$ cat config.mk
export PLATFORM = sky130hd
export DESIGN_NAME = utf8_stream_decoder
export DESIGN_NICKNAME = d
export VERILOG_FILES = /design/src/sv/utf8d_pkg.sv /design/src/sv/utf8d_core.sv /design/src/sv/utf8_stream_decoder.sv
export SDC_FILE = /design/constraint.sdc
export NUM_CORES = 1
export LEC_CHECK = 0
export ABC_AREA = 1
export BUFFER_PORTS_ARGS = -buffer_cell sky130_fd_sc_hd__buf_2
export CORE_ASPECT_RATIO = 1.1
export CORE_MARGIN = 8
export CORE_UTILIZATION = 50
export CTS_CLUSTER_DIAMETER = 60
export DETAILED_ROUTE_END_ITERATION = 8
export GPL_TIMING_DRIVEN = 0
export PLACE_DENSITY = 0.71
export REMOVE_ABC_BUFFERS = 1
export SLEW_MARGIN = 20
export SYNTH_ARGS = -nofsm -noshare
export SYNTH_HDL_FRONTEND = slang
export SYNTH_SLANG_ARGS = --single-unit
$ cat constraint.sdc
create_clock -name clk -period 4.2 [get_ports clk]
set_clock_uncertainty 0.2 [all_clocks]
set_input_delay 0.21 -clock clk [delete_from_list [all_inputs] [get_ports clk]]
set_output_delay 0.21 -clock clk [all_outputs]
set_load 0.1 [all_outputs]
$ cat src/sv/utf8d_pkg.sv
// utf8d_pkg: types and constants shared by the UTF-8 stream decoder modules
// used by utf8d_core and utf8_stream_decoder; no dependencies
`timescale 1ns / 1ps
`default_nettype none

package utf8d_pkg;

    // field widths
    localparam int unsigned ByteW  = 8;
    localparam int unsigned CpW    = 26;
    localparam int unsigned CountW = 3;

    // tdata width of the result channel, rounded up to whole bytes
    localparam int unsigned OutDataW = ((CpW + CountW + 7) / 8) * 8;

    // lead byte classes
    localparam logic [ByteW-1:0] LeadMask1 = 8'h80;
    localparam logic [ByteW-1:0] LeadMask2 = 8'hE0;
    localparam logic [ByteW-1:0] LeadCode2 = 8'hC0;
    localparam logic [ByteW-1:0] LeadMask3 = 8'hF0;
    localparam logic [ByteW-1:0] LeadCode3 = 8'hE0;
    localparam logic [ByteW-1:0] LeadMask4 = 8'hF8;
    localparam logic [ByteW-1:0] LeadCode4 = 8'hF0;

    // payload masks
    localparam logic [ByteW-1:0] Pay1Mask = 8'h7F;
    localparam logic [ByteW-1:0] Pay2Mask = 8'h1F;
    localparam logic [ByteW-1:0] Pay3Mask = 8'h0F;
    localparam logic [ByteW-1:0] Pay4Mask = 8'h07;
    localparam logic [ByteW-1:0] Pay5Mask = 8'h03;
    localparam logic [ByteW-1:0] ContMask = 8'h3F;

    // sequence lengths
    localparam logic [CountW-1:0] Len1 = 3'd1;
    localparam logic [CountW-1:0] Len2 = 3'd2;
    localparam logic [CountW-1:0] Len3 = 3'd3;
    localparam logic [CountW-1:0] Len4 = 3'd4;
    localparam logic [CountW-1:0] Len5 = 3'd5;

    // one decoded result leaving the core
    typedef struct packed {
        logic              valid;
        logic [CpW-1:0]    code_point;
        logic [CountW-1:0] byte_count;
        logic              truncated;
        logic              text_done;
    } utf8d_result_t;

endpackage : utf8d_pkg

`default_nettype wire

$ cat src/sv/utf8d_core.sv
// utf8d_core: per-byte decode step and sequence state of the UTF-8 decoder
// depends on utf8d_pkg
`timescale 1ns / 1ps
`default_nettype none

module utf8d_core
(
    input  wire logic                          clk,
    input  wire logic                          rst_n,
    input  wire logic                          step,
    input  wire logic [utf8d_pkg::ByteW-1:0]   text_byte,
    input  wire logic                          end_of_text,
    output utf8d_pkg::utf8d_result_t           result
);

    logic [utf8d_pkg::CountW-1:0] remain_reg, remain_next;
    logic [utf8d_pkg::CpW-1:0]    acc_reg, acc_next;
    logic [utf8d_pkg::CountW-1:0] len_reg, len_next;

    logic [utf8d_pkg::CountW-1:0] rem_step;
    logic [utf8d_pkg::CpW-1:0]    acc_step;
    logic [utf8d_pkg::CountW-1:0] len_step;
    logic [utf8d_pkg::ByteW-1:0]  lead_bits;
    logic [utf8d_pkg::CpW-1:0]    acc_padded;

    // lead byte classification or continuation append
    always_comb
    begin
        lead_bits = '0;
        len_step  = len_reg;
        if (remain_reg == '0)
        begin
            if ((text_byte & utf8d_pkg::LeadMask1) == '0)
            begin
                len_step  = utf8d_pkg::Len1;
                lead_bits = text_byte & utf8d_pkg::Pay1Mask;
            end
            else if ((text_byte & utf8d_pkg::LeadMask2) == utf8d_pkg::LeadCode2)
            begin
                len_step  = utf8d_pkg::Len2;
                lead_bits = text_byte & utf8d_pkg::Pay2Mask;
            end
            else if ((text_byte & utf8d_pkg::LeadMask3) == utf8d_pkg::LeadCode3)
            begin
                len_step  = utf8d_pkg::Len3;
                lead_bits = text_byte & utf8d_pkg::Pay3Mask;
            end
            else if ((text_byte & utf8d_pkg::LeadMask4) == utf8d_pkg::LeadCode4)
            begin
                len_step  = utf8d_pkg::Len4;
                lead_bits = text_byte & utf8d_pkg::Pay4Mask;
            end
            else
            begin
                len_step  = utf8d_pkg::Len5;
                lead_bits = text_byte & utf8d_pkg::Pay5Mask;
            end
            acc_step = {{(utf8d_pkg::CpW - utf8d_pkg::ByteW){1'b0}}, lead_bits};
            rem_step = len_step - 3'd1;
        end
        else
        begin
            acc_step = {acc_reg[utf8d_pkg::CpW-7:0],
                        text_byte[5:0] & utf8d_pkg::ContMask[5:0]};
            rem_step = remain_reg - 3'd1;
        end
    end

    // zero payload for the bytes missing at end of text
    always_comb
    begin
        case (rem_step)
            3'd1:    acc_padded = {acc_step[utf8d_pkg::CpW-7:0],  6'd0};
            3'd2:    acc_padded = {acc_step[utf8d_pkg::CpW-13:0], 12'd0};
            3'd3:    acc_padded = {acc_step[utf8d_pkg::CpW-19:0], 18'd0};
            3'd4:    acc_padded = {acc_step[utf8d_pkg::CpW-25:0], 24'd0};
            default: acc_padded = acc_step;
        endcase
    end

    // result and next state
    always_comb
    begin
        result.valid      = 1'b0;
        result.code_point = acc_step;
        result.byte_count = len_step;
        result.truncated  = 1'b0;
        result.text_done  = end_of_text;
        remain_next       = remain_reg;
        acc_next          = acc_reg;
        len_next          = len_reg;
        if (step)
        begin
            remain_next = rem_step;
            acc_next    = acc_step;
            len_next    = len_step;
            if (rem_step == '0)
            begin
                result.valid = 1'b1;
                remain_next  = '0;
                acc_next     = '0;
                len_next     = '0;
            end
            else if (end_of_text)
            begin
                result.valid      = 1'b1;
                result.code_point = acc_padded;
                result.byte_count = len_step - rem_step;
                result.truncated  = 1'b1;
                remain_next       = '0;
                acc_next          = '0;
                len_next          = '0;
            end
        end
    end

    // sequence state
    always_ff @(posedge clk or negedge rst_n)
    begin
        if (!rst_n)
        begin
            remain_reg <= '0;
            acc_reg    <= '0;
            len_reg    <= '0;
        end
        else
        begin
            remain_reg <= remain_next;
            acc_reg    <= acc_next;
            len_reg    <= len_next;
        end
    end

endmodule : utf8d_core

`default_nettype wire

$ cat src/sv/utf8_stream_decoder.sv
// utf8_stream_decoder: top level, input register, decode core and result register
// depends on utf8d_pkg and utf8d_core
`timescale 1ns / 1ps
`default_nettype none

// Decodes a UTF-8 byte stream into code points, one byte per clock cycle
// while no result is held back by m_tready. Each request byte is held in
// an input register, passes the decode step in utf8d_core, and a finished
// code point lands in the result register. Bytes that only
// extend a sequence produce no result. Leads of 1 to 4 bytes follow the
// usual prefixes; any other lead byte, a stray continuation byte included,
// opens a 5-byte sequence. Following bytes are taken without prefix
// checks. When s_tlast marks the end of text mid-sequence, a result with
// the truncated flag is sent, the missing bytes counted as zero payload.
// The input side keeps accepting while a result waits on m_tready, up to
// one byte in the input register.
module utf8_stream_decoder
(
    input  wire logic                             clk,
    input  wire logic                             rst_n,
    input  wire logic                             s_tvalid,
    output      logic                             s_tready,
    input  wire logic [utf8d_pkg::ByteW-1:0]      s_tdata,   // [7:0] text_byte
    input  wire logic                             s_tlast,   // end_of_text
    output      logic                             m_tvalid,
    input  wire logic                             m_tready,
    output      logic [utf8d_pkg::OutDataW-1:0]   m_tdata,   // [25:0] code_point,
                                                             // [28:26] byte_count
    output      logic                             m_tuser,   // truncated
    output      logic                             m_tlast    // text_done
);

    logic                         in_valid_reg, in_valid_next;
    logic [utf8d_pkg::ByteW-1:0]  in_byte_reg;
    logic                         in_eot_reg;
    logic                         out_valid_reg, out_valid_next;
    utf8d_pkg::utf8d_result_t     out_reg;
    utf8d_pkg::utf8d_result_t     result;
    logic                         advance;
    logic                         in_take;

    // handshake control
    assign advance  = in_valid_reg && (!out_valid_reg || m_tready);
    assign s_tready = !in_valid_reg || advance;
    assign in_take  = s_tvalid && s_tready;

    // decode step
    utf8d_core u_core
    (
        .clk         (clk),
        .rst_n       (rst_n),
        .step        (advance),
        .text_byte   (in_byte_reg),
        .end_of_text (in_eot_reg),
        .result      (result)
    );

    // next valid flags
    always_comb
    begin
        in_valid_next = in_take ? 1'b1 : (advance ? 1'b0 : in_valid_reg);
        if (advance && result.valid)
            out_valid_next = 1'b1;
        else if (m_tready)
            out_valid_next = 1'b0;
        else
            out_valid_next = out_valid_reg;
    end

    // valid flags
    always_ff @(posedge clk or negedge rst_n)
    begin
        if (!rst_n)
        begin
            in_valid_reg  <= 1'b0;
            out_valid_reg <= 1'b0;
        end
        else
        begin
            in_valid_reg  <= in_valid_next;
            out_valid_reg <= out_valid_next;
        end
    end

    // payload registers
    always_ff @(posedge clk)
    begin
        if (in_take)
        begin
            in_byte_reg <= s_tdata;
            in_eot_reg  <= s_tlast;
        end
        if (advance && result.valid)
            out_reg <= result;
    end

    // result channel
    assign m_tvalid = out_valid_reg;
    assign m_tdata  = {{(utf8d_pkg::OutDataW - utf8d_pkg::CpW - utf8d_pkg::CountW){1'b0}},
                       out_reg.byte_count, out_reg.code_point};
    assign m_tuser  = out_reg.truncated;
    assign m_tlast  = out_reg.text_done;

endmodule : utf8_stream_decoder

`default_nettype wire

## After elaboration in Yosys (flattened, before gate mapping)

Cells that the tools add are included.

| cells by class | value |
|---|---|
| $add $sub $neg | 3 |
| multipliers | 0 |
| divide/modulo/power cells | 0 |
| $lt $le $gt $ge | 0 |
| equal/unequal tests | 7 |
| shift operators | 0 |
| multiplexer cells | 27 |
| bitwise operators | 1 |
| reductions and logical operators | 13 |

Operators by type and width:

| kind | number |
|---|---|
| one-hot mux 26 bit (4 select lines) | 1 |
| two-way mux 31 bit | 2 |
| two-way mux 20 bit | 2 |
| two-way mux 3 bit | 11 |
| two-way mux 30 bit | 1 |
| two-way mux 26 bit | 1 |
| two-way mux 8 bit | 3 |
| zero test 8 bit | 1 |
| equality test 3 x 2 -> 1 bit, second input constant | 2 |
| equality test 3 bit, second input constant | 2 |
| zero test 3 bit | 2 |
| two-way mux 1 bit | 6 |
| subtractor 3 x 1 -> 3 bit, second input constant | 2 |
| equality test 5 bit, second input constant | 1 |
| equality test 4 bit, second input constant | 1 |
| nonzero test 2 bit | 2 |
| equality test 3 x 1 -> 1 bit, second input constant | 1 |
| logical AND 1 bit | 3 |
| subtractor 3 bit | 1 |
| zero test 1 bit | 2 |
| logical OR 1 bit | 2 |
| OR reduction 2 bit | 1 |
| NOT 1 bit | 1 |

| word-level totals | value |
|---|---|
| register bits | 68 |
| latch bits | 0 |
| memory bits (writable) | 0 |
| ROM bits | 0 |
| input port bits | 13 |
| output and inout port bits | 36 |
| word-level logic and storage cells | 62 |
| memories kept | 0 |

## Logic depth before layout (Yosys ltp)

| depth | value |
|---|---|
| depth in word-level cells | 15 |
| mapped depth | 14 |
| mapped depth without buffers | 14 |

## Modules after synthesis

From an unflattened synthesis, not the netlist that was laid out.

| second synthesis, totals | value |
|---|---|
| cell total of the unflattened synthesis | 379 |
| area total of the unflattened synthesis | 3543.4 um^2 |

Modules (own cells, without submodules):

| module | times used | cells an instance | area an instance (um^2) | sequential area each (um^2) |
|---|---|---|---|---|
| utf8d_core | 1 | 320 | 2209.6 | 650.6 |
| utf8_stream_decoder | 1 | 59 | 1333.8 | 1251.2 |

## Least setup slack after synthesis

Ideal clock, no wire load.

| path | value |
|---|---|
| kind | reg-to-reg |
| start | register out_valid_reg (netlist: m_tvalid) |
| end | register out_reg (netlist bit m_tdata[0]) (enable) |
| arrival time | 2.677 ns |
| setup slack | 0.904 ns |
| cell stages (with the launch flop) | 4 |
| buffers on the path | 0 |
| cells stage by stage | dfrtp_1 -> a21oi_2 -> inv_1 -> nor2_1 |

| on the way | value |
|---|---|
| longest elaborated chain between the ends | 5 |

RTL lines:

| item | line | RTL |
|---|---|---|
| start, declared | utf8_stream_decoder.sv:36 | `logic out_valid_reg, out_valid_next;` |
| start signal, assigned | utf8_stream_decoder.sv:81 | `out_valid_reg <= out_valid_next;` |
| zero test 1 bit * | utf8_stream_decoder.sv:43 | `assign advance = in_valid_reg && (!out_valid_reg \|\| m_tready);` |
| logical OR 1 bit * | utf8_stream_decoder.sv:43 |  |
| logical AND 1 bit * | utf8_stream_decoder.sv:43 |  |
| two-way mux 31 bit | utf8d_core.sv:92 | `if (step)` |
| logical AND 1 bit * | utf8_stream_decoder.sv:93 | `if (advance && result.valid)` |
| end signal, assigned | utf8_stream_decoder.sv:94 | `out_reg <= result;` |
| end, declared | utf8_stream_decoder.sv:37 | `utf8d_pkg::utf8d_result_t out_reg;` |

Mark *: on every way between the ends. The rest lies on a longest branch, timed or not.
A chain may end at the register's enable or synchronous reset.

==> results.md <==
- Setup TNS: 0 ns
- Gr usage total: 0.180
- Fill count: 573
- Leading area contributor after synthesis: edfxtp_1
- Ratio of cells with drive above 1 in the final layout: 0.196
- Crit share post-route: 0.802
- Chip height: 103 um
- Congestion Overflow GR: 0
- Mapped Cells: 377
- Register area share after synthesis: 0.554
- Clock Path Buffers: 2
- TritonRoute pass-1 iters: 5
- CP max-delay cell: ha_1
- Crit. path cell count: 12
- R2R cell count: 12
- CP cell instances: inv_1, nand2_1, nor2_2, buf_6, nand2_1, nand2_1, ha_1, o21ai_1, nand2_2, nand2_2, inv_2, nor2_1
- Critical Path AT: 3.26 ns
- Share of flip-flops with an asynchronous set or reset: 0.412
- Die area: 9770 um2
- Critical path class: reg -> reg
- Critical Path Sink Type: flop
- DRT antenna net count: 0
- Vias in the first global route: 2922
- Most numerous cell in the Yosys netlist: nand2_1
- Top_reg_cell synth: edfxtp_1
- Synth cell types: 33
- Pin count of the biggest net entering global routing: 31
- Final setup violation count: 0
- Top cells by area, synth: edfxtp_1 35%, dfrtp_1 20%, nand2_1 6.9%, nor2_1 6.5%, nand3_1 5.4%
- Core box area: 6630 um2
- Slew Limit Fails: 0
- Setup crit start kind: flop
- Vias/cell: 5.34
- RSZ-0062 raised after global routing: no
- Htree depth: 3
- Synth warnings: 0
- Proportion of netlist area held by the largest area contributor: 0.350
- Clk root buf: clkbuf_8
- Status: finished clean
- Nets@finish: 451
- Placed wire-length estimate: 5660 um
- Fmax: 297 MHz
- Post-Route WL: 8070 um
- Clock slew at reported path FFs: 0.07 ns
- Final hold vios: 0
- Starting density of the core: 0.517
- CTS buffer count: 9
- Initial DRC Count: 120
- Initial antenna violation count: 0
- WP buf/inv: 3
- CTS tree: yes
- Req. time, crit path: 4.09 ns
- Final WS setup: 0.833 ns
- Number of flip-flops in the largest register: 29
- Slowest stage delay, CP: 0.47 ns
- Routed WL per cell: 15.5 um
- Reg-to-Reg Start: u_core.remain_reg[1]
- EDFF count, synth: 40
- Syn avg cell area: 9.10 um2
- MaxCap Viol Count: 0
- Flop-to-flop setup slack: 0.83 ns
- Slew margin rel.: 0.459
- N_diodes: 0
- Placed Cells: 493
- Final min period: 3.37 ns
- CP Capture Point: m_tdata[1]
- Global-route wire length before repair: 13600 um
- CP max FO: 22
- Die X: 95.0 um
- DRC Markers: 0
- FF-to-FF End: m_tdata[1]
- Clock Sinks: 68
- Crit path top cell by count: nand2_1
- I/O pin count: 49
- Final std cells w/o fill: 521
- FP Rows: 31
- Critical path's top delay family: simple AND/OR/NAND/NOR gates
- Pre-CTS WS: 0.897 ns
- Placer Congestion: 0.909
- Least-Margin Pin Slew: 0.809 ns
- Post-Syn Area: 3430 um2
- Top cells by count, synth: 63 x nand2_1, 59 x nor2_1, 47 x inv_1, 40 x edfxtp_1, 37 x nand3_1
- Area growth syn-to-layout: 16.8%
- Flops & latches, synth: 68
- Hold crit path type: in -> async
- Latest clock arrival within the worst-skew pair: 0.35 ns
- Port Buffers: 45
- Vias: 2783
- Setup crit start: u_core.remain_reg[1]
==> how the worst min path moves through the flow <==
stage | start | endpoint
floorplan | rst_n | in_valid_reg
global placement | rst_n | u_core.acc_reg[10]
detailed placement | rst_n | u_core.acc_reg[8]
CTS | rst_n | u_core.acc_reg[8]
global route | rst_n | u_core.acc_reg[8]
finish | rst_n | u_core.acc_reg[8]
==> metrics by stage <==
stage          hold slack (ns)  utilization  area, um2
3_5_place_dp            0.0807        0.561       3720
4_1_cts                  0.240        0.604       4010
5_1_grt                  0.278        0.604       4010
3_3_place_gp            0.0696        0.553       3670
6_report                 0.230        0.604       4010
2_1_floorplan           -0.286            -       3340
==> metal layers <==
metal / wire, um / track usage / vias up
met3: 414 / 0.0495 / 19
met4: 196 / 0.0877 / 0
met1: 3300 / 0.192 / 1318
li1: - / - / 1369
met5: 0 / 0 / -
met2: 4160 / 0.320 / 77
==> logic make-up after synthesis <==
logic type                 Yosys count  synth area share
and+or+nand+nor                    181             0.242
DFF                                 68             0.554
buffers and inverters               67            0.0850
AOI/OAI and AO/OA                   55            0.0981
adders and majority gates            4            0.0168
xor gates and xnor gates             1           0.00255
other                                1           0.00109
==> layout by cell type (no fill, tap or decap), drive strengths merged <==
master and count:
clkinv 5, clkinvlp 1, buf 47, nand4 1, dfrtp 28, conb 3, edfxtp 40, ha 3
clkbuf 11, nand3b 4, o21ai 16, nor2 65, a31oi 1, nand2 71, o21a 1, o32ai 7
a32o 2, xor2 1, a21oi 14, nand3 40, dlygate4sd3 12, inv 51, fa 1, o22ai 14
==> final cells by class <==
class	instances	area, um2	share of cell area
tap	82	103	0.0256
multi-input combinational	244	1260	0.315
clock inverter	5	27.5	0.00687
inverter	52	195	0.0487
sequential	68	1900	0.475
clock buffer	11	141	0.0353
timing repair buffer	59	377	0.0940
==> repair_timing <==
action / in CTS / in global routing
hold buffers: 12 / 0
resized for setup: 0 / 0
endpoints found under the hold margin: 39 / 0
buffers inserted: 0 / 0
Power is left out: the tool's default activity adds up to more than one toggle a clock period on the data nets, which glitch-free logic cannot reach.
